$ cat src/design/fss_pkg.sv
`timescale 1ns / 1ps
// ----------------------------------------------------------------------------
// fss_pkg
// Shared codes, widths and control types of the fingerprint subset screen.
// ----------------------------------------------------------------------------
package fss_pkg;

  localparam int CMD_W        = 2;
  localparam int WORD_W       = 32;
  localparam int WIDX_W       = 5;
  localparam int POS_W        = 32;
  localparam int ENTRY_NUM_W  = 12;
  localparam int STOP_W       = 13;
  localparam int CFG_W        = 6;
  localparam int CFG_IDX_W    = 1;
  localparam int MAX_SLOTS    = 32;

  localparam logic [CMD_W-1:0] CMD_LOAD   = 2'd0;
  localparam logic [CMD_W-1:0] CMD_ADD    = 2'd1;
  localparam logic [CMD_W-1:0] CMD_SEARCH = 2'd2;
  localparam logic [CMD_W-1:0] CMD_CLEAR  = 2'd3;

  localparam logic KIND_CAND = 1'b0;
  localparam logic KIND_DONE = 1'b1;

  localparam logic [CFG_IDX_W-1:0] CFG_MAX_CAND = 1'b0;
  localparam logic [CFG_IDX_W-1:0] CFG_WORDS    = 1'b1;

  localparam logic [CFG_W-1:0] MAX_CAND_RST = 6'd63;
  localparam logic [CFG_W-1:0] WORDS_RST    = 6'd32;

  typedef struct packed {
    logic word_we;
    logic pos_we;
    logic rd_en;
  } fss_mem_ctl_t;

endpackage

$ cat src/design/fss_match.sv
`timescale 1ns / 1ps
// ----------------------------------------------------------------------------
// fss_match
// Pattern fingerprint registers and the shared subset compare unit.
// ----------------------------------------------------------------------------
module fss_match #(
  parameter int SLOT_W = 5
) (
  input  logic                       clk_i,
  input  logic                       rst_ni,
  input  logic                       pat_we_i,
  input  logic [SLOT_W-1:0]          pat_slot_i,
  input  logic [fss_pkg::WORD_W-1:0] pat_word_i,
  input  logic [SLOT_W-1:0]          cmp_slot_i,
  input  logic [fss_pkg::WORD_W-1:0] cmp_word_i,
  output logic                       hit_o
);
  import fss_pkg::*;

  localparam int DEPTH = 2 ** SLOT_W;

  logic [WORD_W-1:0] pat_q [DEPTH];
  logic [WORD_W-1:0] pat_sel;

  always_ff @(posedge clk_i or negedge rst_ni) begin
    if (!rst_ni) begin
      for (int k = 0; k < DEPTH; k++) begin
        pat_q[k] <= '0;
      end
    end else if (pat_we_i) begin
      pat_q[pat_slot_i] <= pat_word_i;
    end
  end

  // every set pattern bit must be set in the entry word
  assign pat_sel = pat_q[cmp_slot_i];
  assign hit_o   = (pat_sel & cmp_word_i) == pat_sel;

endmodule

$ cat config.mk
export PLATFORM = sky130hd
export DESIGN_NAME = fss_match
export DESIGN_NICKNAME = d
export VERILOG_FILES = /design/src/design/fss_pkg.sv /design/src/design/fss_match.sv
export SDC_FILE = /design/constraint.sdc
export NUM_CORES = 1
export LEC_CHECK = 0
export BUFFER_PORTS_ARGS = -buffer_cell sky130_fd_sc_hd__buf_2
export CAP_MARGIN = 10
export CORE_MARGIN = 2
export CORE_UTILIZATION = 30
export CTS_CLUSTER_DIAMETER = 150
export DETAILED_ROUTE_END_ITERATION = 12
export SLEW_MARGIN = 20
export SYNTH_ARGS = -nofsm -noshare
export SYNTH_HDL_FRONTEND = slang
export SYNTH_SLANG_ARGS = --single-unit
export TNS_END_PERCENT = 1
$ cat constraint.sdc
create_clock -name clk_i -period 3.6 [get_ports clk_i]
set_input_delay 0.72 -clock clk_i [delete_from_list [all_inputs] [get_ports clk_i]]
set_output_delay 0.72 -clock clk_i [all_outputs]
set_load 0.02 [all_outputs]
# Word-level counts from Yosys, hierarchy flattened
# Cells that the tools add are included.
# word_totals
register_bits	1024
inputBits	77
output_inout_bits	1
elab_cells	46
# op_classes
n_lt_le_gt_ge	3
n_reduce_logical	1
muxes	6
n_eq_ne	1
n_bitwise	3
# op_table
operator	n
$bwmux 1024	1
$bmux 32 s5	1
$demux 32 s5	1
$mux 32	3
$and 32x32->32	1
$eq 32x32->1	1
$ge 6x6->1 const B	2
$not 5->6	2
$lt 6x1->1 const B	1
$logic_and 1x1->1	1

# Logic depth before layout (Yosys ltp)
# Gate-level depths: netlist (run 1).
# depth
ltp_word	6
mapped_depth	9
mapped_depth_nobuf	6

# Least setup slack after synthesis (run 1)
# No wires, ideal clock.
# synth_timing
path_type	input -> output
startpoint	input cmp_slot_i[1]
endpoint	output hit_o
n_path_buf	3
arrival_ns	2.933
path_slack_ns	-0.053
path_stages	9
required_time_ns	2.880
cell_sequence	buf_2 -> buf_2 -> buf_1 -> mux4_2 -> a22oi_1 -> nand3_1 -> a22oi_1 -> nand4_1 -> nor4_2
# synth_via
elab_chain_len	6
# synth_rtl
item	line	source
start, declared	fss_match.sv:14	input logic [SLOT_W-1:0] cmp_slot_i,
$not 5->6 (not written as such) *	fss_match.sv:36	assign pat_sel = pat_q[cmp_slot_i];
$bmux 32 s5 *	fss_match.sv:36	
$mux 32 (not written as such) * (2 in a row)	fss_match.sv:36	
$and 32x32->32	fss_match.sv:37	assign hit_o = (pat_sel & cmp_word_i) == pat_sel;
$eq 32x32->1 *	fss_match.sv:37	
end, declared	fss_match.sv:16	output logic hit_o
# Every way passes the cells marked *; elsewhere a longest branch is shown, timed or not. The select of a mux whose other input is x is not followed.

# Worst setup path after layout (run 1)
# layout_timing
startpoint	input cmp_slot_i[0]
endpoint	output hit_o
# Same word-level chain as after synthesis.

==> results of run 1 <==
cell type report:
| class | instances | area share |
|---|---|---|
| repair buffers | 338 | 0.0651 |
| flip-flops and latches | 1024 | 0.466 |
| clock inverters | 24 | 0.00787 |
| multi-input cells | 1552 | 0.357 |
| well taps | 2030 | 0.0462 |
| clock buffers | 168 | 0.0579 |
report_power, final:
group          total, mW  switching (mW)  internal [mW]
logic               5.06            1.91           3.15
registers           14.8            1.09           13.8
clock network       11.5            4.71           6.77
total               31.4            7.72           23.7
placed cells by master (no fill, tap or decap), types with 3 or more instances in the layout:
cell type / netlist / layout
mux2_2: 1024 / 1024
dfrtp_1: 1024 / 1024
mux4_2: 256 / 256
buf_4: 9 / 170
clkbuf_16: 0 / 107
buf_2: 23 / 72
buf_12: 0 / 70
a22oi_1: 80 / 61
clkbuf_1: 178 / 32
clkbuf_8: 0 / 30
o22ai_1: 32 / 28
nand3_1: 34 / 28
mux2i_1: 32 / 26
a211oi_1: 32 / 24
a22oi_2: 0 / 19
nor2_4: 0 / 17
nand2_2: 0 / 16
buf_16: 0 / 11
bufinv_16: 0 / 10
clkinv_2: 0 / 8
buf_6: 6 / 7
nand3b_1: 5 / 5
a211oi_2: 0 / 5
nand3_2: 0 / 4
nand4_1: 4 / 4
mux2i_2: 0 / 4
nor3b_1: 4 / 4
buf_8: 0 / 4
nor2b_4: 0 / 3
or3b_2: 3 / 3
o22ai_2: 0 / 3
a211oi_4: 0 / 3
inv_16: 0 / 3
final timing paths:
path | end | slack (ps) | depth (start not counted)
max in group asynchronous | pat_q[760]$_DFFE_PN0P_ | 1840 | 4
min | pat_q[398]$_DFFE_PN0P_ | 500 | 1
max reg2reg | pat_q[900]$_DFFE_PN0P_ | 2820 | 1
min reg2reg | pat_q[398]$_DFFE_PN0P_ | 500 | 1
min in group asynchronous | pat_q[275]$_DFFE_PN0P_ | 590 | 2
max | hit_o | -690 | 13
metal layers:
metal / vias to the layer above / global-route usage / share of wire
li1: 11100 / - / -
met5: - / 0 / 0.00055
met3: 197 / 0.0400 / 0.059
met1: 14700 / 0.242 / 0.45
met4: 14 / 0.0426 / 0.022
met2: 671 / 0.269 / 0.46
critical path: stages:
cell and delay (ps):
buf_16 140, buf_16 180, buf_16 140, buf_4 130
buf_12 100, mux4_2 500, o22ai_2 230, a211oi_4 100
a22oi_1 190, nand4_1 240, nor4_4 520, buf_4 200
buf_6 110
per-stage QoR:
stage,instances,instance area [um^2],power (mW),worst slack (ps)
global placement,4910,50500,19.7,-1290
finish,5136,55000,31.4,-685
global route,5136,55000,32.8,-816
CTS,5118,54600,31.6,-719
floorplan,2858,46000,18.3,14.4
detailed placement,4910,50500,19.9,-1200
kinds of logic (layout without fill, tap and decap cells):
logic type / Yosys count / after routing / share of synthesized area
multiplexers: 1312 / 1312 / 0.383
flip-flops: 1024 / 1024 / 0.558
buffers and inverters: 282 / 530 / 0.0254
AO/OA/AOI/OAI: 144 / 144 / 0.0227
AND/OR/NAND/NOR: 96 / 96 / 0.0108
what timing repair did:
| item | 4_1_cts | 5_1_grt |
|---|---|---|
| gates cloned | 7 | 1 |
| endpoints found under the setup margin | 1 | 1 |
| buffers inserted | 8 | 18 |
| pin swaps | 13 | 19 |
| endpoints found under the hold margin | 43 | 0 |
| hold buffers | 1 | 0 |
| resized for setup | 48 | 38 |
==> results.tsv, run 1 <==
metric	value	unit
final.setup.tns	-685	ps
layout_min_cycle_time	4290	ps
clock-sinks	1024	
via_density_per_instance	5.19	
arrival_time_of_data_at_the_critical_path_endpoint	3570	ps
peak_supply_drop	0.455	mV
most_frequent_cells_after_synthesis	dfrtp_1, mux2_2, mux4_2, clkbuf_1, a22oi_1	
ys_ff_latch	1024	
avgRoutedWirePerCell	26.3	um
grt_antenna_before_repair	18	
drc	0	
ant_nets	0	
synth.top_cell.area_share	0.558	
regMostFlops	pat_q	
period_share	1.19	
die_x	395	um
core_area	0.152	mm^2
synth_area_leaders	dfrtp_1, mux2_2, mux4_2	
worst_min_delay_path_class	reg2reg	
insertion_delay	730	ps
power.density	571	mW/mm^2
worst-path-max-fanout	7	
timing.max_slew.rel_slack	0.229	
die_height	395	um
layout.core_utilization	0.362	
multiInputGateArea	0.0196	mm^2
overflow_after_grt	0	
critPathKind	in2out	
synth_warnings	0	
asyncSetResetFlopFracSynth	1.00	
post-synth-top-area-cell	dfrtp_1	
cts.clk_slew.worst_paths	60	ps
power_leakage	24.1	nW
initial_detailed_routing_violation_count	1997	
failed_checks	negative setup slack	
firstDrtPassIters	5	
crit_path_start_kind	input pin	
worstReg2RegStart	pat_q[900]$_DFFE_PN0P_	
area_growth	19.7	%
pin_count	78	
tritoncts	built	
insertedDiodeCount	0	
grt_pass1_vias	27700	
finalNetCount	3097	
worst_pin_slew	1150	ps
grt_start_max_net_pins	88	
final.setup_skew	0	ps
synthesis.area_per_instance	16.1	um^2
vias	26600	
synth_fp_nets	2935	
netlist-cell-type-count	27	
number_of_instances_in_the_synthesized_netlist	2858	
worst_slack_setup_final	-685	ps
layout_cell_share_with_drive_strength_beyond_1	0.600	
largest_register_ffs	1024	
outcome	complete, but fails checks	
fp.dieArea	0.156	mm^2
globalRouteTotalUtil	0.172	
numCtsBuffers	104	
min_from	pat_q[398]$_DFFE_PN0P_	
drv.max_cap_violation_count	0	
synth-edff-count	0	
post-dp-hpwl	81.4	mm
effective_utilization_at_floorplan	0.302	
sort_of_element_at_the_end_of_the_critical_path	output port	
unrepaired_setup_endpoints_after_global_routing	true	
port_buffers	77	
cts_root_buffer	clkbuf_16	
grt_first_pass_wirelength	198	mm
place_congestion	0.767	
routed_wirelength	135	mm
synth.yosys.seq_area_share	0.558	
worst_setup_path_startpoint	cmp_slot_i[0]	
yosys_most_used_dff	dfrtp_1	
clockBufferDepth	3	
filler_instances	14400	
final_report_max_slew_violation_count	0	
synth.cell_area	0.0459	mm^2
finalHoldViolations	0	
cts_max_level	3	
largest_registers	pat_q: 1024 flops	
required	2880	ps
report.final.setup_viol	1	
max_freq	233	MHz
worst_hold_slack	500	ps
seq_area	0.0256	mm^2
floorplan.rows	143	
No activity file was read; power rests on OpenSTA's default activity.
==> inputs of run 2 (changes only) <==
--- a/config.mk
+++ b/config.mk
@@ -11,6 +11,7 @@
 export CORE_UTILIZATION = 30
 export CTS_CLUSTER_DIAMETER = 150
 export DETAILED_ROUTE_END_ITERATION = 12
+export PLACE_DENSITY = 0.46
 export SLEW_MARGIN = 20
 export SYNTH_ARGS = -nofsm -noshare
 export SYNTH_HDL_FRONTEND = slang
==> run 2 against run 1 <==
- the run still ends with negative setup slack left
- core utilization up 0.12 points
- register-to-register slack about the same
- combinational power up 2%
- sequential power about the same
- clock-buffer cell count up 1
- first-iteration DRC count down 24%
- critical path depth unchanged
==> results.tsv, run 2 (synthesis gave the netlist of run 1 again) <==
metric	value	unit	change
outcome	complete, but fails checks		unchanged
failed_checks	negative setup slack		unchanged
insertion_delay	710	ps	was 730 ps
core_area	0.152	mm^2	unchanged
max_freq	232	MHz	was 233 MHz
dp.cells	4924		was 4910
reg2regPathDepth	1		unchanged
largest_registers	pat_q: 1024 flops		unchanged
cts_max_level	3		unchanged
place_congestion	0.757		was 0.767
grt_first_pass_wirelength	212	mm	was 198 mm
drc	0		unchanged
design_power_total	32.0	mW	was 31.4 mW
grt_start_max_net_pins	108		was 88
layout.cells.non_filler	5163		was 5136
initial_detailed_routing_violation_count	1516		was 1997
port_buffers	77		unchanged
grt_antenna_before_repair	24		was 18
report.final.setup_viol	1		unchanged
avgRoutedWirePerCell	27.8	um	was 26.3 um
timing.max_slew.rel_slack	0.426		was 0.229
worst_slack_setup_final	-708	ps	was -685 ps
cts_root_buffer	clkbuf_16		unchanged
finalNetCount	3102		was 3097
required	2880	ps	about the same
die_x	395	um	unchanged
power_leakage	24.1	nW	about the same
tritoncts	built		unchanged
worst_setup_path_startpoint	cmp_slot_i[0]		unchanged
final_report_max_slew_violation_count	0		unchanged
final.setup.tns	-708	ps	was -685 ps
sort_of_element_at_the_end_of_the_critical_path	output port		unchanged
floorplan.rows	143		unchanged
via_density_per_instance	5.17		was 5.19
globalRouteTotalUtil	0.185		was 0.172
reg2reg_setup_slack	2810	ps	was 2820 ps
post-dp-hpwl	90.5	mm	was 81.4 mm
period_share	1.20		was 1.19
grt_pass1_vias	29500		was 27700
final.setup_skew	0	ps	unchanged
regToRegEndpoint	pat_q[584]$_DFFE_PN0P_		was pat_q[900]$_DFFE_PN0P_
worst-path-max-fanout	10		was 7
arrival_time_of_data_at_the_critical_path_endpoint	3590	ps	was 3570 ps
largest_register_ffs	1024		unchanged
unrepaired_setup_endpoints_after_global_routing	true		unchanged
crit_path_start_kind	input pin		unchanged
clockBufferDepth	3		unchanged
clock-sinks	1024		unchanged
layout_min_cycle_time	4310	ps	was 4290 ps
worst_pin_slew	861	ps	was 1150 ps
vias	26700		was 26600
effective_utilization_at_floorplan	0.302		unchanged
firstDrtPassIters	5		unchanged
area_growth	20.1	%	was 19.7%
cts.clk_slew.worst_paths	60	ps	about the same
numCtsBuffers	113		was 104
worst_min_delay_path_class	reg2reg		unchanged
drv.max_cap_violation_count	0		unchanged
critPathKind	in2out		unchanged
overflow_after_grt	0		unchanged
worstReg2RegStart	pat_q[584]$_DFFE_PN0P_		was pat_q[900]$_DFFE_PN0P_
finalHoldViolations	0		unchanged
ant_nets	0		unchanged
fp.dieArea	0.156	mm^2	unchanged
routed_wirelength	144	mm	was 135 mm
die_height	395	um	unchanged
layout_cell_share_with_drive_strength_beyond_1	0.610		was 0.600
pin_count	78		unchanged
regMostFlops	pat_q		unchanged
peak_supply_drop	0.395	mV	was 0.455 mV
final_cell_mix	mux2_2, dfrtp_1, mux4_2, buf_4, clkbuf_16		unchanged
power.density	581	mW/mm^2	was 571 mW/mm^2
setup.worst_path.end	hit_o		unchanged
## run 2: changes by cell type in the layout (fill, tap and decap cells not counted), sizes merged
cell and delta:
buf -3, inv -1, clkinv +14, clkinvlp +4
diode +13
## run 2: what timing repair did
| item | 4_1_cts | 5_1_grt |
|---|---|---|
| setup endpoints to repair | 1 | 1 |
| gates resized for setup | 45 | 45 |
| hold buffers | 1 | 0 |
| buffers inserted | 10 | 3 |
| hold endpoints to repair | 31 | 0 |
| pin swaps | 11 | 20 |
| cloned | 3 | 0 |
## run 2: routing by layer
layer / GRT usage / up-vias / share of wire
met4: 0.0473 / 4 / 0.022
met3: 0.0288 / 195 / 0.043
met2: 0.306 / 553 / 0.49
li1: - / 11100 / -
met1: 0.252 / 14800 / 0.45
met5: 0 / - / 0.00023
## run 2: through the flow
| stage | instance area [um^2] | hold slack [ps] | setup WS, ps | utilization |
|---|---|---|---|---|
| floorplan | 46000 | 424 | 14.4 | - |
| global placement | 50600 | 481 | -1120 | 0.333 |
| detailed placement | 50600 | 488 | -1090 | 0.333 |
| CTS | 54900 | 502 | -781 | 0.361 |
| global route | 55200 | 509 | -783 | 0.363 |
| finish | 55200 | 499 | -708 | 0.363 |
## run 2: worst min path at each step
| stage | cells past startpoint | endpoint | start |
|---|---|---|---|
| 4_1_cts | 1 | pat_q[390]$_DFFE_PN0P_ | pat_q[390]$_DFFE_PN0P_ |
| 2_1_floorplan | 0 | pat_q[0]$_DFFE_PN0P_ | rst_ni |
| 3_5_place_dp | 1 | pat_q[397]$_DFFE_PN0P_ | pat_q[397]$_DFFE_PN0P_ |
| 5_1_grt | 1 | pat_q[61]$_DFFE_PN0P_ | pat_q[61]$_DFFE_PN0P_ |
| 3_3_place_gp | 1 | pat_q[802]$_DFFE_PN0P_ | pat_q[802]$_DFFE_PN0P_ |
| 6_report | 1 | pat_q[581]$_DFFE_PN0P_ | pat_q[581]$_DFFE_PN0P_ |
## run 2: report_power, final
part	switching, mW	internal, mW	total, mW
Sequential	1.10	13.8	14.9
Combinational	2.05	3.14	5.18
Clock	4.85	7.16	12.0
Total	8.00	24.1	32.0
## run 2: cell type report
class,instances,area [um^2]
Multi-Input combinational cell,1552,19700
Clock buffer,169,3370
Sequential cell,1024,25600
Fill cell,14200,96900
Antenna cell,13,32.5
Clock inverter,41,513
Tap cell,2030,2540
Timing Repair Buffer,334,3370
## run 2: critical path, cell delays in order
cell and delay, ps:
buf_16 120, buf_16 170, buf_12 120, bufbuf_16 290, mux4_2 520, mux2i_2 200
a211oi_2 170, a22oi_2 180, buf_4 160, nand4_1 150, nor4_4 410, buf_4 220
buf_6 120
==> inputs of run 3 (changes only) <==
--- a/config.mk
+++ b/config.mk
@@ -9,6 +9,7 @@
 export CAP_MARGIN = 10
 export CORE_MARGIN = 2
 export CORE_UTILIZATION = 30
+export CTS_BUF_LIST = sky130_fd_sc_hd__clkbuf_4
 export CTS_CLUSTER_DIAMETER = 150
 export DETAILED_ROUTE_END_ITERATION = 12
 export PLACE_DENSITY = 0.46
==> run 3 against run 2 <==
- the run still ends with negative setup slack left
- design area decreased by 1.3%
- largest cell class unchanged
- highest routed layer unchanged
- combinational power fell by 1%
- largest power group unchanged
- power fell by 5.2%
- first-iteration DRC count grew 2.6%
- sequential cell count is the same
- worst hold slack worse by 330 ps
- sequential power barely moved
==> results.tsv, run 3 (synthesis gave the netlist of run 1 again) <==
metric	value	unit	change
p_comb_frac	0.168		was 0.162
drc	0		unchanged
firstDrtPassIters	5		unchanged
p_switching	8.01	mW	was 8.00 mW
core_area	0.152	mm^2	unchanged
grt_first_pass_wirelength	213	mm	was 212 mm
final_report_max_slew_violation_count	0		unchanged
cts.clk_slew.worst_paths	70	ps	was 60 ps
seqPwrFrac	0.489		was 0.464
clock-sinks	1024		unchanged
die_x	395	um	unchanged
area_growth	18.6	%	was 20.1%
avgRoutedWirePerCell	26.6	um	was 27.8 um
netSwitchingFraction	0.264		was 0.249
grt_start_max_net_pins	108		unchanged
crit_path_start_kind	register		was input pin
pin_count	78		unchanged
critPathKind	reg2out		was in2out
globalRouteTotalUtil	0.186		was 0.185
floorplan.rows	143		unchanged
worst_pin_slew	856	ps	was 861 ps
internal_power	22.4	mW	was 24.0 mW
port_buffers	77		unchanged
peak_supply_drop	0.217	mV	was 0.395 mV
unrepaired_setup_endpoints_after_global_routing	true		unchanged
numCtsBuffers	305		was 113
die_height	395	um	unchanged
timing.max_slew.rel_slack	0.430		was 0.426
largest_register_ffs	1024		unchanged
drv.max_cap_violation_count	0		unchanged
insertion_delay	1230	ps	was 710 ps
worst-path-max-fanout	2		was 10
required	2880	ps	about the same
post-dp-hpwl	90.5	mm	unchanged
tritoncts	built		unchanged
largest_registers	pat_q: 1024 flops		unchanged
fp.dieArea	0.156	mm^2	unchanged
cts_root_buffer	clkbuf_4		was clkbuf_16
outcome	complete, but fails checks		unchanged
power.density	558	mW/mm^2	was 581 mW/mm^2
max_freq	222	MHz	was 232 MHz
place_congestion	0.757		unchanged
min_from	pat_word_i[11]		was pat_q[581]$_DFFE_PN0P_
finalHoldViolations	0		unchanged
worst_hold_slack	169	ps	was 499 ps
reg2regPathDepth	2		was 1
finalNetCount	3284		was 3102
worstReg2RegStart	pat_q[27]$_DFFE_PN0P_		was pat_q[584]$_DFFE_PN0P_
clockBufferDepth	4		was 3
final.setup_skew	0	ps	unchanged
worst_slack_setup_final	-912	ps	was -708 ps
via_density_per_instance	5.10		was 5.17
final_cell_mix	mux2_2, dfrtp_1, clkbuf_4, mux4_2, buf_4		was mux2_2, dfrtp_1, mux4_2, buf_4, clkbuf_16
grt_antenna_before_repair	23		was 24
regToRegEndpoint	pat_q[27]$_DFFE_PN0P_		was pat_q[584]$_DFFE_PN0P_
routed_wirelength	145	mm	was 144 mm
worst_min_delay_path_class	in2reg		was reg2reg
timing.hold.worst_path_depth	2		was 1
reg2reg_setup_slack	2720	ps	was 2810 ps
overflow_after_grt	0		unchanged
layout_cell_share_with_drive_strength_beyond_1	0.632		was 0.610
ant_nets	0		unchanged
cts_max_level	5		was 3
sort_of_element_at_the_end_of_the_critical_path	output port		unchanged
arrival_time_of_data_at_the_critical_path_endpoint	3790	ps	was 3590 ps
vias	27700		was 26700
period_share	1.25		was 1.20
layout_min_cycle_time	4510	ps	was 4310 ps
power_leakage	24.2	nW	was 24.1 nW
report.final.setup_viol	1		unchanged
regMostFlops	pat_q		unchanged
initial_detailed_routing_violation_count	1555		was 1516
whs_endpoint	pat_q[683]$_DFFE_PN0P_		was pat_q[581]$_DFFE_PN0P_
effective_utilization_at_floorplan	0.302		unchanged
design_power_total	30.4	mW	was 32.0 mW
grt_pass1_vias	31100		was 29500
clock_power_share	0.343		was 0.375
failed_checks	negative setup slack		unchanged
run 3: how the worst max path moves through the flow:
stage / from / end / slack, ps / depth (start not counted)
floorplan: cmp_slot_i[1] / hit_o / 10 / 9
global placement: cmp_slot_i[0] / hit_o / -1120 / 13
detailed placement: cmp_slot_i[0] / hit_o / -1090 / 13
CTS: pat_q[563]$_DFFE_PN0P_ / hit_o / -1170 / 9
global route: pat_q[12]$_DFFE_PN0P_ / hit_o / -1150 / 9
finish: pat_q[169]$_DFFE_PN0P_ / hit_o / -910 / 9
run 3: area by class of cell:
class	count	area (um^2)
sequential	1024	25600
antenna	12	30.0
multi-input combinational	1552	19600
clock buffer	440	3300
clock inverter	51	196
timing repair buffer	324	3140
fill	14500	97600
tap	2030	2540
run 3: critical path: stages, from the launching register on:
cell and delay (ps):
dfrtp_1 390, mux4_2 480, a22oi_2 210, nand3_1 150, a22oi_2 290, buf_4 150
nand4_1 130, nor4_4 440, buf_4 220, buf_6 120
run 3: layer usage:
| metal | track usage | up-vias | part of all wire |
|---|---|---|---|
| met5 | 0 | - | 0.00046 |
| met4 | 0.0589 | 10 | 0.023 |
| met3 | 0.0416 | 217 | 0.045 |
| met2 | 0.303 | 665 | 0.48 |
| met1 | 0.247 | 15200 | 0.45 |
| li1 | - | 11600 | - |
run 3: power by group through the flow:
stage	clock, mW	combinational [mW]	sequential (mW)
3_5_place_dp	0	5.08	15.0
3_3_place_gp	0	4.89	14.9
6_report	10.4	5.11	14.9
2_1_floorplan	0	3.65	14.6
5_1_grt	11.5	5.52	15.1
4_1_cts	10.9	5.16	14.8
run 3: stage by stage:
stage                      util  setup TNS, ps  setup WS, ps  std cells  cell area (um^2)
after floorplan               -              0          14.4       2858             46000
after global placement    0.333          -1120         -1120       4924             50600
after detailed placement  0.333          -1090         -1090       4924             50600
after CTS                 0.357          -1170         -1170       5420             54300
after global routing      0.358          -1150         -1150       5430             54500
final                     0.358           -912          -912       5433             54500
run 3: repair_timing:
item / CTS / global route
hold buffers: 3 / 0
setup buffers: 2 / 1
pin swaps: 12 / 14
endpoints found under the setup margin: 1 / 1
gates resized for setup: 31 / 25
hold endpoints to repair: 619 / 0
